**src/sv/position_pid_with_deadband_assert.svh**
```systemverilog
// Assertion macros for the position PID controller with deadband.
`ifndef POSITION_PID_WITH_DEADBAND_ASSERT_SVH
`define POSITION_PID_WITH_DEADBAND_ASSERT_SVH

// Checks in the same cycle that the consequent holds whenever the antecedent holds.
`define PPID_ASSERT_IMPLIES(lbl, clk, rst_n, ante, cons, msg) \
    lbl: assert property (@(posedge clk) disable iff (!rst_n) (ante) |-> (cons)) \
        else $error(msg);

// Checks in the next cycle that the consequent holds after the antecedent held.
`define PPID_ASSERT_NEXT(lbl, clk, rst_n, ante, cons, msg) \
    lbl: assert property (@(posedge clk) disable iff (!rst_n) (ante) |=> (cons)) \
        else $error(msg);

`endif

```
**src/sv/ppid_pkg.sv**
```systemverilog
// Shared widths, register indexes and divider constants for the position PID block.
`timescale 1ns / 1ps
package ppid_pkg;

    localparam int PP_SUM_WIDTH = 40;

    localparam int SP_W   = 14;
    localparam int MEAS_W = 32;
    localparam int GAIN_W = 14;
    localparam int BAND_W = 10;
    localparam int LIM_W  = 10;
    localparam int DRV_W  = 11;
    localparam int DUTY_W = 10;
    localparam int ERR_W  = 33;
    localparam int DIFF_W = 34;

    localparam int CFG_IDX_W  = 3;
    localparam int CFG_DATA_W = 14;

    localparam logic [CFG_IDX_W-1:0] CFG_GAIN_P      = 3'd0;
    localparam logic [CFG_IDX_W-1:0] CFG_GAIN_I      = 3'd1;
    localparam logic [CFG_IDX_W-1:0] CFG_GAIN_D      = 3'd2;
    localparam logic [CFG_IDX_W-1:0] CFG_DEAD_BAND   = 3'd3;
    localparam logic [CFG_IDX_W-1:0] CFG_DRIVE_LIMIT = 3'd4;

    localparam logic [GAIN_W-1:0] GAIN_RST  = 14'd0;
    localparam logic [BAND_W-1:0] BAND_RST  = 10'd30;
    localparam logic [LIM_W-1:0]  LIMIT_RST = 10'd49;

    // Floor division by 1000 of a biased 21-bit value through a reciprocal.
    localparam int DIV_X_W    = 21;
    localparam int DIV_Q_W    = 11;
    localparam int DIV_R_W    = 22;
    localparam int DIV_P_W    = DIV_X_W + DIV_R_W;
    localparam int DIV_SHIFT  = 31;
    localparam int THR_W      = 20;
    localparam logic [DIV_R_W-1:0] DIV_RECIP  = 22'd2147483;
    localparam logic [DIV_X_W-1:0] DIVISOR    = 21'd1000;
    localparam logic [DIV_X_W-1:0] DIV_OFFSET = 21'd1024000;
    localparam logic [DIV_Q_W-1:0] DIV_BIAS   = 11'd1024;

endpackage

```
**src/sv/ppid_div1000.sv**
```systemverilog
// Two-part floor division by 1000: registered reciprocal product, then one correction.
`timescale 1ns / 1ps
module ppid_div1000 import ppid_pkg::*; (
    input  logic               i_clk,
    input  logic               i_load,
    input  logic [DIV_X_W-1:0] i_x,
    output logic [DIV_Q_W-1:0] o_quot
);

    logic [DIV_P_W-1:0] prod;
    logic [DIV_X_W-1:0] r_x;
    logic [DIV_Q_W-1:0] r_q0;
    logic [DIV_Q_W-1:0] n_q0;
    logic [DIV_X_W-1:0] rem;

    // The truncated reciprocal makes the estimate exact or one short.
    always_comb begin
        prod = DIV_P_W'(i_x) * DIV_P_W'(DIV_RECIP);
        n_q0 = prod[DIV_SHIFT +: DIV_Q_W];
    end

    always_ff @(posedge i_clk) begin
        if (i_load) begin
            r_x  <= i_x;
            r_q0 <= n_q0;
        end
    end

    always_comb begin
        rem    = r_x - DIV_X_W'(r_q0) * DIVISOR;
        o_quot = r_q0 + DIV_Q_W'(rem >= DIVISOR);
    end

endmodule
```
**config.mk**
```make
export PLATFORM = sky130hd
export DESIGN_NAME = ppid_div1000
export DESIGN_NICKNAME = d
export VERILOG_FILES = /design/src/sv/position_pid_with_deadband_assert.svh /design/src/sv/ppid_pkg.sv /design/src/sv/ppid_div1000.sv
export SDC_FILE = /design/constraint.sdc
export NUM_CORES = 1
export LEC_CHECK = 0
export ABC_AREA = 1
export BUFFER_PORTS_ARGS = -buffer_cell sky130_fd_sc_hd__buf_2
export CORE_MARGIN = 8
export CORE_UTILIZATION = 30
export CTS_CLUSTER_DIAMETER = 50
export DETAILED_ROUTE_END_ITERATION = 16
export HOLD_SLACK_MARGIN = 0.06
export PLACE_DENSITY = 0.45
export SLEW_MARGIN = 10
export SYNTH_ARGS = -nofsm -noshare
export SYNTH_HDL_FRONTEND = slang
export SYNTH_SLANG_ARGS = --single-unit
```
**constraint.sdc**
```tcl
create_clock -name i_clk -period 7.75 [get_ports i_clk]
set_input_delay 0.775 -clock i_clk [delete_from_list [all_inputs] [get_ports i_clk]]
set_output_delay 0.775 -clock i_clk [all_outputs]
set_load 0.03 [all_outputs]
```
==> results of run 1 <==
metrics by stage:
| step | worst slack, ns | instances | area, um2 |
|---|---|---|---|
| global placement | 0.4647 | 1847 | 11930 |
| finish | 0.4073 | 1867 | 12220 |
| global route | -0.01572 | 1867 | 12220 |
| floorplan | 0.9159 | 1346 | 11180 |
| CTS | 0.1069 | 1854 | 12060 |
| detailed placement | 0.4426 | 1847 | 11930 |
flip-flops by register name (all words and copies together) (netlist names):
register / count
r_x: 21
r_q0: 11
metal layers:
layer  routed length [um]  track usage [%]  up-vias  part of all wire (%)
met3                  460           0.6884       51                   1.5
met4                  901            4.544        0                   3.0
li1                     -                -     4363                     -
met5                    0                0        -                     0
met1                13680            17.91     3944                    45
met2                15050            25.93       91                    50
layout make-up:
class | count | area [um2]
inverters | 356 | 1336
well taps | 468 | 585.6
clock buffers | 6 | 128.9
clock inverters | 1 | 5.005
fillers | 3895 | 24480
repair buffers | 47 | 272.8
multi-input cells | 957 | 8927
flip-flops and latches | 32 | 960.9
worst max-delay path, delay by kind of cell (launching register included):
family                     cells  cell delay, ns
DFF                            1            0.51
xor gates and xnor gates       2            0.29
AOI/OAI and AO/OA              3            0.37
and+or+nand+nor               15            1.60
buffers and inverters          3            0.30
adders and majority gates      8            3.21
kinds of logic after synthesis:
logic type	synth area share, %
buf+inv	12.00
fa+ha+maj	55.82
compound gates	6.795
simple gates	13.97
xor+xnor	2.821
flops	8.597
what timing repair did:
action,CTS,global route
resized for setup,0,20
buffers inserted,0,13
hold buffers,0,0
setup endpoints to repair,0,10
layout by cell type, fill, tap and decap left out, drive strengths merged, types with 2 or more instances in the layout:
cell    synthesis  final
xor2           26     26
clkbuf          0      7
edfxtp         32     32
clkinv          1      2
o21bai          7      7
a21o            8      8
a21boi          4      4
a211oi          3      3
nand2         202    202
nor4            6      6
nor3            7      7
fa            141    141
a31oi           9      9
ha            273    273
nand3b          5      5
xnor2          10     10
inv           355    355
nand4           7      7
a21oi          67     67
nand3          50     50
o21ai          36     36
nor2           91     91
buf             1     46
worst max path at each step:
| stage | from | depth (start not counted) | slack (ns) | endpoint |
|---|---|---|---|---|
| 2_1_floorplan | r_q0[5] | 32 | 0.92 | o_quot[10] |
| 3_3_place_gp | r_q0[4] | 33 | 0.46 | o_quot[10] |
| 3_5_place_dp | r_q0[5] | 33 | 0.44 | o_quot[10] |
| 4_1_cts | r_q0[5] | 33 | 0.11 | o_quot[10] |
| 5_1_grt | r_q0[1] | 31 | -0.02 | o_quot[10] |
| 6_report | r_q0[1] | 31 | 0.41 | o_quot[10] |
==> results.py, run 1 <==
metrics = {
    "sta": {
        "finalHoldViolCount": 0,
        "finalSetupViolCount": 0,
        "hold_ws_ns": 0.8469,
        "setup-tns-final_ns": 0,
        "min_period_ns": 7.343,
        "relSlewSlack_pct": 48.25,
        "post-route-period-util_pct": 94.74,
        "drv_slew": 0,
        "max_freq_ghz": 0.1362,
        "tightestPinTransition_ns": 0.7762,
    },
    "critical_path": {
        "worstPathArrival_ns": 6.57,
        "start_kind": "flip-flop",
        "cp_max_fo": 5,
        "critPathSlowestCell": "fa_1",
        "cpMostUsedCell": "nand2_1",
        "path_class": "reg2out",
        "critical_path_required_ns": 6.97,
        "endpoint_kind": "primary output",
        "crit_path_max_incr_delay_ns": 0.57,
    },
    "logic_synthesis": {
        "synth_area_per_cell_um2": 8.304,
        "synth.most_common_cell": "inv_1",
        "syn_nets": 1783,
        "syn_area_um2": 11180,
        "yosysWarningCount": 0,
        "ys_ff_latch": 32,
        "synth.largest_area_cell": "ha_1",
        "synth-edff-count": 32,
        "syn-instance-count": 1346,
        "synth_cell_types": 36,
        "ys_async_sr_fraction_pct": 0,
        "synth_ff_type": "edfxtp_1",
        "synth_commonest_cells": "344 x inv_1, 273 x ha_1, 198 x nand2_1",
        "synth-seq-area-share_pct": 8.597,
        "synth_area_leaders": "ha_1 31%, fa_1 25%, inv_1 12%",
        "synth_top_area_share_pct": 30.56,
    },
    "layout": {
        "diodes": 0,
        "final_nets": 1836,
        "drive_above_1_share_pct": 6.576,
        "syn_to_final_growth_pct": 9.302,
        "fin_util_pct": 33.29,
    },
    "drt": {
        "avgViaCountPerCell": 4.525,
        "final_antenna_net_count": 0,
        "drtIter0Drc": 266,
        "drt_drc_violations_left": 0,
        "vias": 8449,
        "drt-total-wl_um": 30090,
        "wl_per_cell_um": 16.12,
        "drt_pass1_iterations": 4,
    },
    "clocking": {
        "htreeDepth": 2,
        "ctsLongestPathBuffers": 2,
        "numClockSinks": 32,
        "cts_root_buffer": "clkbuf_16",
        "tritoncts": "yes",
        "clk_pin_slew_ns": 0.05,
        "cts_buffers": 5,
    },
    "status": {
        "status": "finished clean",
    },
    "die": {
        "die_x_um": 209.0,
        "fp.coreArea_um2": 36700,
        "io-pin-count": 34,
        "die_area_um2": 43690,
        "fp-row-count": 70,
        "start_util_pct": 30.46,
        "die_y_um": 209.0,
    },
    "global_route": {
        "grt_pass1_wl_um": 49380,
        "grt_pass1_vias": 9170,
        "gr-total-overflow": 0,
        "grt_max_degree": 33,
        "antenna_found_initial": 0,
        "grt_usage_pct": 14.26,
    },
    "hold_path": {
        "min_path_type": "in2reg",
        "hold_end": "r_x[16]",
        "min-delay-start": "i_x[16]",
        "min_path_cells": 1,
    },
    "job": {
        "cap_violations": 0,
    },
    "placement": {
        "place_congestion": 0.9213,
        "dpl.hpwl_um": 27150,
        "port_buffers": 33,
    },
}
Power of run 1 is left out: the tool's default activity adds up to more than one toggle a clock period on the data nets, which glitch-free logic cannot reach.
==> run 2, diff against run 1 <==
CORE_UTILIZATION = 66   (was 30)
GPL_TIMING_DRIVEN = 0   (was default)
PLACE_DENSITY = 0.85   (was 0.45)
SETUP_SLACK_MARGIN = 0.15   (was default)
==> run 2 against run 1 <==
Effect of this change:
- global-route usage increased by 14 points
- worst hold slack got worse by 0.032 ns
- core utilization increased by 39 points
- flip-flop and latch count did not move
- die area shrank 51%
- design area down 1.7%
- count of clock-buffer cells in the layout shrank 1
- largest cell class unchanged
- critical path type unchanged
- critical path depth grew 1
- critical endpoint is now o_quot[9]
==> results.py, run 2 (same netlist as run 1, synthesis figures left out) <==
metrics = {
    "die": {
        "io-pin-count": 34,
        "start_util_pct": 67.40,
        "fp.coreArea_um2": 16580,
        "fp-row-count": 47,
        "die_x_um": 146.1,
        "die_y_um": 146.1,
        "die_area_um2": 21360,
    },
    "critical_path": {
        "cpMostUsedCell": "nand2_1",
        "critical_path_required_ns": 6.97,
        "cp_max_fo": 5,
        "start_kind": "flip-flop",
        "critPathSlowestCell": "fa_2",
        "path_class": "reg2out",
        "endpoint_kind": "primary output",
        "crit_path_max_incr_delay_ns": 0.61,
        "worstPathArrival_ns": 6.66,
    },
    "sta": {
        "setup-tns-final_ns": 0,
        "hold_ws_ns": 0.8148,
        "min_period_ns": 7.437,
        "rsz0062_at_grt": "true",
        "finalHoldViolCount": 0,
        "finalSetupViolCount": 0,
        "tightestPinTransition_ns": 0.6943,
        "post-route-period-util_pct": 95.96,
        "max_freq_ghz": 0.1345,
        "relSlewSlack_pct": 53.71,
        "drv_slew": 0,
    },
    "clocking": {
        "ctsHoldBuffers": 0,
        "htreeDepth": 2,
        "numClockSinks": 32,
        "cts_root_buffer": "clkbuf_16",
        "cts_buffers": 5,
        "ctsLongestPathBuffers": 2,
        "clk_pin_slew_ns": 0.05,
        "tritoncts": "yes",
    },
    "drt": {
        "avgViaCountPerCell": 5.663,
        "drt_pass1_iterations": 5,
        "final_antenna_net_count": 0,
        "drt-total-wl_um": 29520,
        "top_layer": "met4",
        "drt_drc_violations_left": 0,
        "vias": 9191,
        "drtIter0Drc": 514,
        "wl_per_cell_um": 18.19,
        "met1_length_um": 11030,
        "routed-wl-met2_um": 14700,
        "dr_wl_met3_um": 1646,
    },
    "layout": {
        "largest_register": "r_x",
        "diodes": 0,
        "final_common_cell": "inv_1",
        "drive_above_1_share_pct": 7.128,
        "reg.largest.list": "r_x: 21 flops, r_q0: 11 flops",
        "final_nets": 1839,
        "final_cell_mix": "340 x inv_1, 268 x ha_1, 195 x nand2_1",
        "syn_to_final_growth_pct": 7.478,
        "largest_register_ff_count": 21,
    },
    "hold_path": {
        "hold_end": "r_x[1]",
        "min-delay-start": "i_x[1]",
        "min_path_type": "in2reg",
        "min_path_cells": 1,
    },
    "global_route": {
        "grt_usage_pct": 28.12,
        "grt_max_degree": 33,
        "gr-total-overflow": 0,
        "grt_pass1_wl_um": 48240,
        "antenna_found_initial": 0,
        "grt_pass1_vias": 9891,
    },
    "status": {
        "status": "finished clean",
    },
    "placement": {
        "dpl.hpwl_um": 24490,
        "port_buffers": 33,
        "place_congestion": 0.9190,
    },
    "job": {
        "cap_violations": 0,
    },
}
[run 2: changes by cell type in the layout (fill, tap and decap cells not counted), moves of 2 or more]
cell / previous run / this run
buf_4: 14 / 18
ha_1: 271 / 268
ha_4: 0 / 3
inv_2: 16 / 13
clkinv_1: 1 / 3
[run 2: metrics by stage]
step / cells / util [%] / area (um2) / setup slack [ns]
6_report: 1623 / 72.44 / 12010 / 0.3134
5_1_grt: 1623 / 72.44 / 12010 / 0.06857
4_1_cts: 1615 / 71.46 / 11850 / 0.1831
3_5_place_dp: 1599 / 70.05 / 11620 / 0.2067
3_3_place_gp: 1599 / 70.05 / 11620 / 0.3083
2_1_floorplan: 1346 / - / 11180 / 0.9159
[run 2: worst max-delay path by stage]
stage	from	end	slack, ns	cells after the start
after global routing	r_q0[1]	o_quot[10]	0.07	33
after global placement	r_q0[1]	o_quot[10]	0.31	33
after detailed placement	r_q0[1]	o_quot[10]	0.21	33
after floorplan	r_q0[5]	o_quot[10]	0.92	32
after CTS	r_q0[1]	o_quot[10]	0.18	34
final	r_q0[1]	o_quot[9]	0.31	32
[run 2: metal layers]
metal  global-route usage (%)  vias up
met3                    3.245      132
met5                        0        -
met2                    50.39      339
li1                         -     4366
met4                    17.67        0
met1                    31.28     4354
[run 2: what timing repair did]
item                                    in CTS  in global routing
endpoints found under the setup margin       5                  9
resized for setup                            5                 25
setup buffers                                8                  8
pin swaps                                    0                  4
[run 2: worst max-delay path: cells and delay by family, from the launching register on]
| kind | cells | cell delay (ns) |
|---|---|---|
| compound gates | 4 | 0.61 |
| buf+inv | 5 | 0.68 |
| simple gates | 14 | 1.41 |
| xor+xnor | 2 | 0.37 |
| flops | 1 | 0.41 |
| fa+ha+maj | 7 | 2.90 |
[run 2: area by class of cell]
| type | instances | area [um2] |
|---|---|---|
| sequential | 32 | 960.9 |
| multi-input combinational | 957 | 8976 |
| inverter | 356 | 1343 |
| tap | 220 | 275.3 |
| fill | 1226 | 4571 |
| timing repair buffer | 49 | 290.3 |
| buffer | 1 | 5.005 |
| clock buffer | 5 | 125.1 |
| clock inverter | 3 | 37.54 |
Power of run 2 is left out for the same reason.
==> run 3, diff against run 2 <==
==> constraint.sdc (replaced) <==
create_clock -name i_clk -period 7.75 [get_ports i_clk]
set_input_delay 1.55 -clock i_clk [delete_from_list [all_inputs] [get_ports i_clk]]
set_output_delay 1.55 -clock i_clk [all_outputs]
set_load 0.03 [all_outputs]
==> run 3 against run 2 <==
Effect of this change:
- global-route usage rose by 0.98 points
- critical endpoint is now o_quot[10]
- worst setup slack got worse by 0.84 ns
- via count rose by 1.5%
- the flow now finishes with violations (setup timing)
- largest cell class unchanged
- sequential share of layout area fell by 0.22 points
- flip-flop and latch count did not move
- count of clock-buffer cells in the layout did not move
- worst hold slack improved by 0.78 ns
- non-clock buffer count rose by 11
- core utilization rose by 2.0 points
- die area did not move
==> results.py, run 3 (same netlist as run 1, synthesis figures left out) <==
metrics = {
    "sta": {
        "max_freq_ghz": 0.1209,
        "post-route-period-util_pct": 106.7,
        "tightestPinTransition_ns": 0.7248,
        "min_period_ns": 8.273,
        "rsz0062_at_grt": "true",
        "drv_slew": 0,
        "relSlewSlack_pct": 51.68,
        "setup_slack_ns": -0.5226,
        "finalHoldViolCount": 0,
        "finalSetupViolCount": 11,
    },
    "clocking": {
        "clk_pin_slew_ns": 0.05,
        "cts_root_buffer": "clkbuf_16",
        "ctsHoldBuffers": 0,
        "tritoncts": "yes",
        "htreeDepth": 2,
        "cts_buffers": 5,
        "ctsLongestPathBuffers": 2,
        "numClockSinks": 32,
    },
    "critical_path": {
        "endpoint_kind": "primary output",
        "cp.depth": 33,
        "critical-path-top-delay-family": "adder cells",
        "path_class": "reg2out",
        "worstPathArrival_ns": 6.72,
        "path_buf_inv": 6,
        "critPathSlowestCell": "fa_1",
        "start_kind": "flip-flop",
        "cp_max_fo": 4,
        "critical_path_required_ns": 6.20,
        "crit_path_max_incr_delay_ns": 0.63,
    },
    "placement": {
        "port_buffers": 33,
        "dpl_worst_slack_ns": -0.5854,
        "dpl.hpwl_um": 24180,
        "place_congestion": 0.9254,
    },
    "die": {
        "die_area_um2": 21360,
        "fp.coreArea_um2": 16580,
        "fp-row-count": 47,
        "io-pin-count": 34,
        "die_y_um": 146.1,
        "die_x_um": 146.1,
        "start_util_pct": 67.40,
    },
    "hold_path": {
        "min_path_cells": 1,
        "hold_end": "r_x[1]",
        "min_path_type": "in2reg",
        "min-delay-start": "i_x[1]",
    },
    "global_route": {
        "grt_pass1_vias": 10110,
        "grt_max_degree": 33,
        "gr-total-overflow": 0,
        "antenna_found_initial": 0,
        "grt_pass1_wl_um": 49790,
        "grt_usage_pct": 29.10,
    },
    "layout": {
        "final_nets": 1850,
        "largest_register": "r_x",
        "diodes": 0,
        "syn_to_final_growth_pct": 10.48,
        "largest_register_ff_count": 21,
        "reg.largest.list": "r_x: 21 flops, r_q0: 11 flops",
        "fill_cells": 1153,
        "final_common_cell": "inv_1",
        "drive_above_1_share_pct": 10.54,
        "final_cell_mix": "333 x inv_1, 264 x ha_1, 185 x nand2_1",
    },
    "status": {
        "violations": "setup timing",
        "status": "complete, but fails checks",
    },
    "drt": {
        "vias": 9333,
        "drt-total-wl_um": 31350,
        "avgViaCountPerCell": 5.712,
        "wl_per_cell_um": 19.18,
        "drtIter0Drc": 553,
        "final_antenna_net_count": 0,
        "drt_pass1_iterations": 4,
        "drt_drc_violations_left": 0,
    },
    "job": {
        "cap_violations": 0,
    },
}
==> run 3: through the flow <==
stage	TNS, ns	cells	hold slack [ns]	cell area (um2)	utilization (%)
4_1_cts	-0.1202	1627	1.590	12160	73.34
5_1_grt	-6.708	1634	1.588	12350	74.46
2_1_floorplan	0	1346	1.649	11180	-
3_3_place_gp	-2.275	1599	1.872	11620	70.10
6_report	-4.644	1634	1.597	12350	74.46
3_5_place_dp	-3.445	1599	1.869	11620	70.10
==> run 3: layout make-up <==
class                           count  area [um2]  area share [%]
Inverter                          356        1341           10.86
Timing Repair Buffer               60       429.2           3.476
Clock inverter                      3       37.54          0.3040
Clock buffer                        5       125.1           1.013
Sequential cell                    32       960.9           7.782
Buffer                              1       5.005         0.04053
Tap cell                          220       275.3           2.229
Multi-Input combinational cell    957        9174           74.29
==> run 3: timing repair <==
action / CTS / global route
resized for setup: 55 / 40
pin swaps: 34 / 23
endpoints found under the setup margin: 11 / 11
setup buffers: 20 / 7
==> run 3: worst max-delay path by stage <==
stage / from / endpoint / slack [ns]
2_1_floorplan: r_q0[5] / o_quot[8] / 0.21
3_3_place_gp: r_q0[1] / o_quot[10] / -0.46
3_5_place_dp: r_q0[1] / o_quot[10] / -0.59
4_1_cts: r_q0[2] / o_quot[10] / -0.05
5_1_grt: r_q0[3] / o_quot[10] / -0.71
6_report: r_q0[1] / o_quot[10] / -0.52
==> run 3: per-layer routing <==
metal  vias to the layer above  global-route usage (%)  part of all wire (%)
li1                       4399                       -                     -
met1                      4374                   32.48                    38
met2                       376                   51.53                    49
met3                       184                   4.172                   5.5
met4                         0                   18.03                   7.4
met5                         -                       0                     0
Power of run 3 is left out for the same reason.
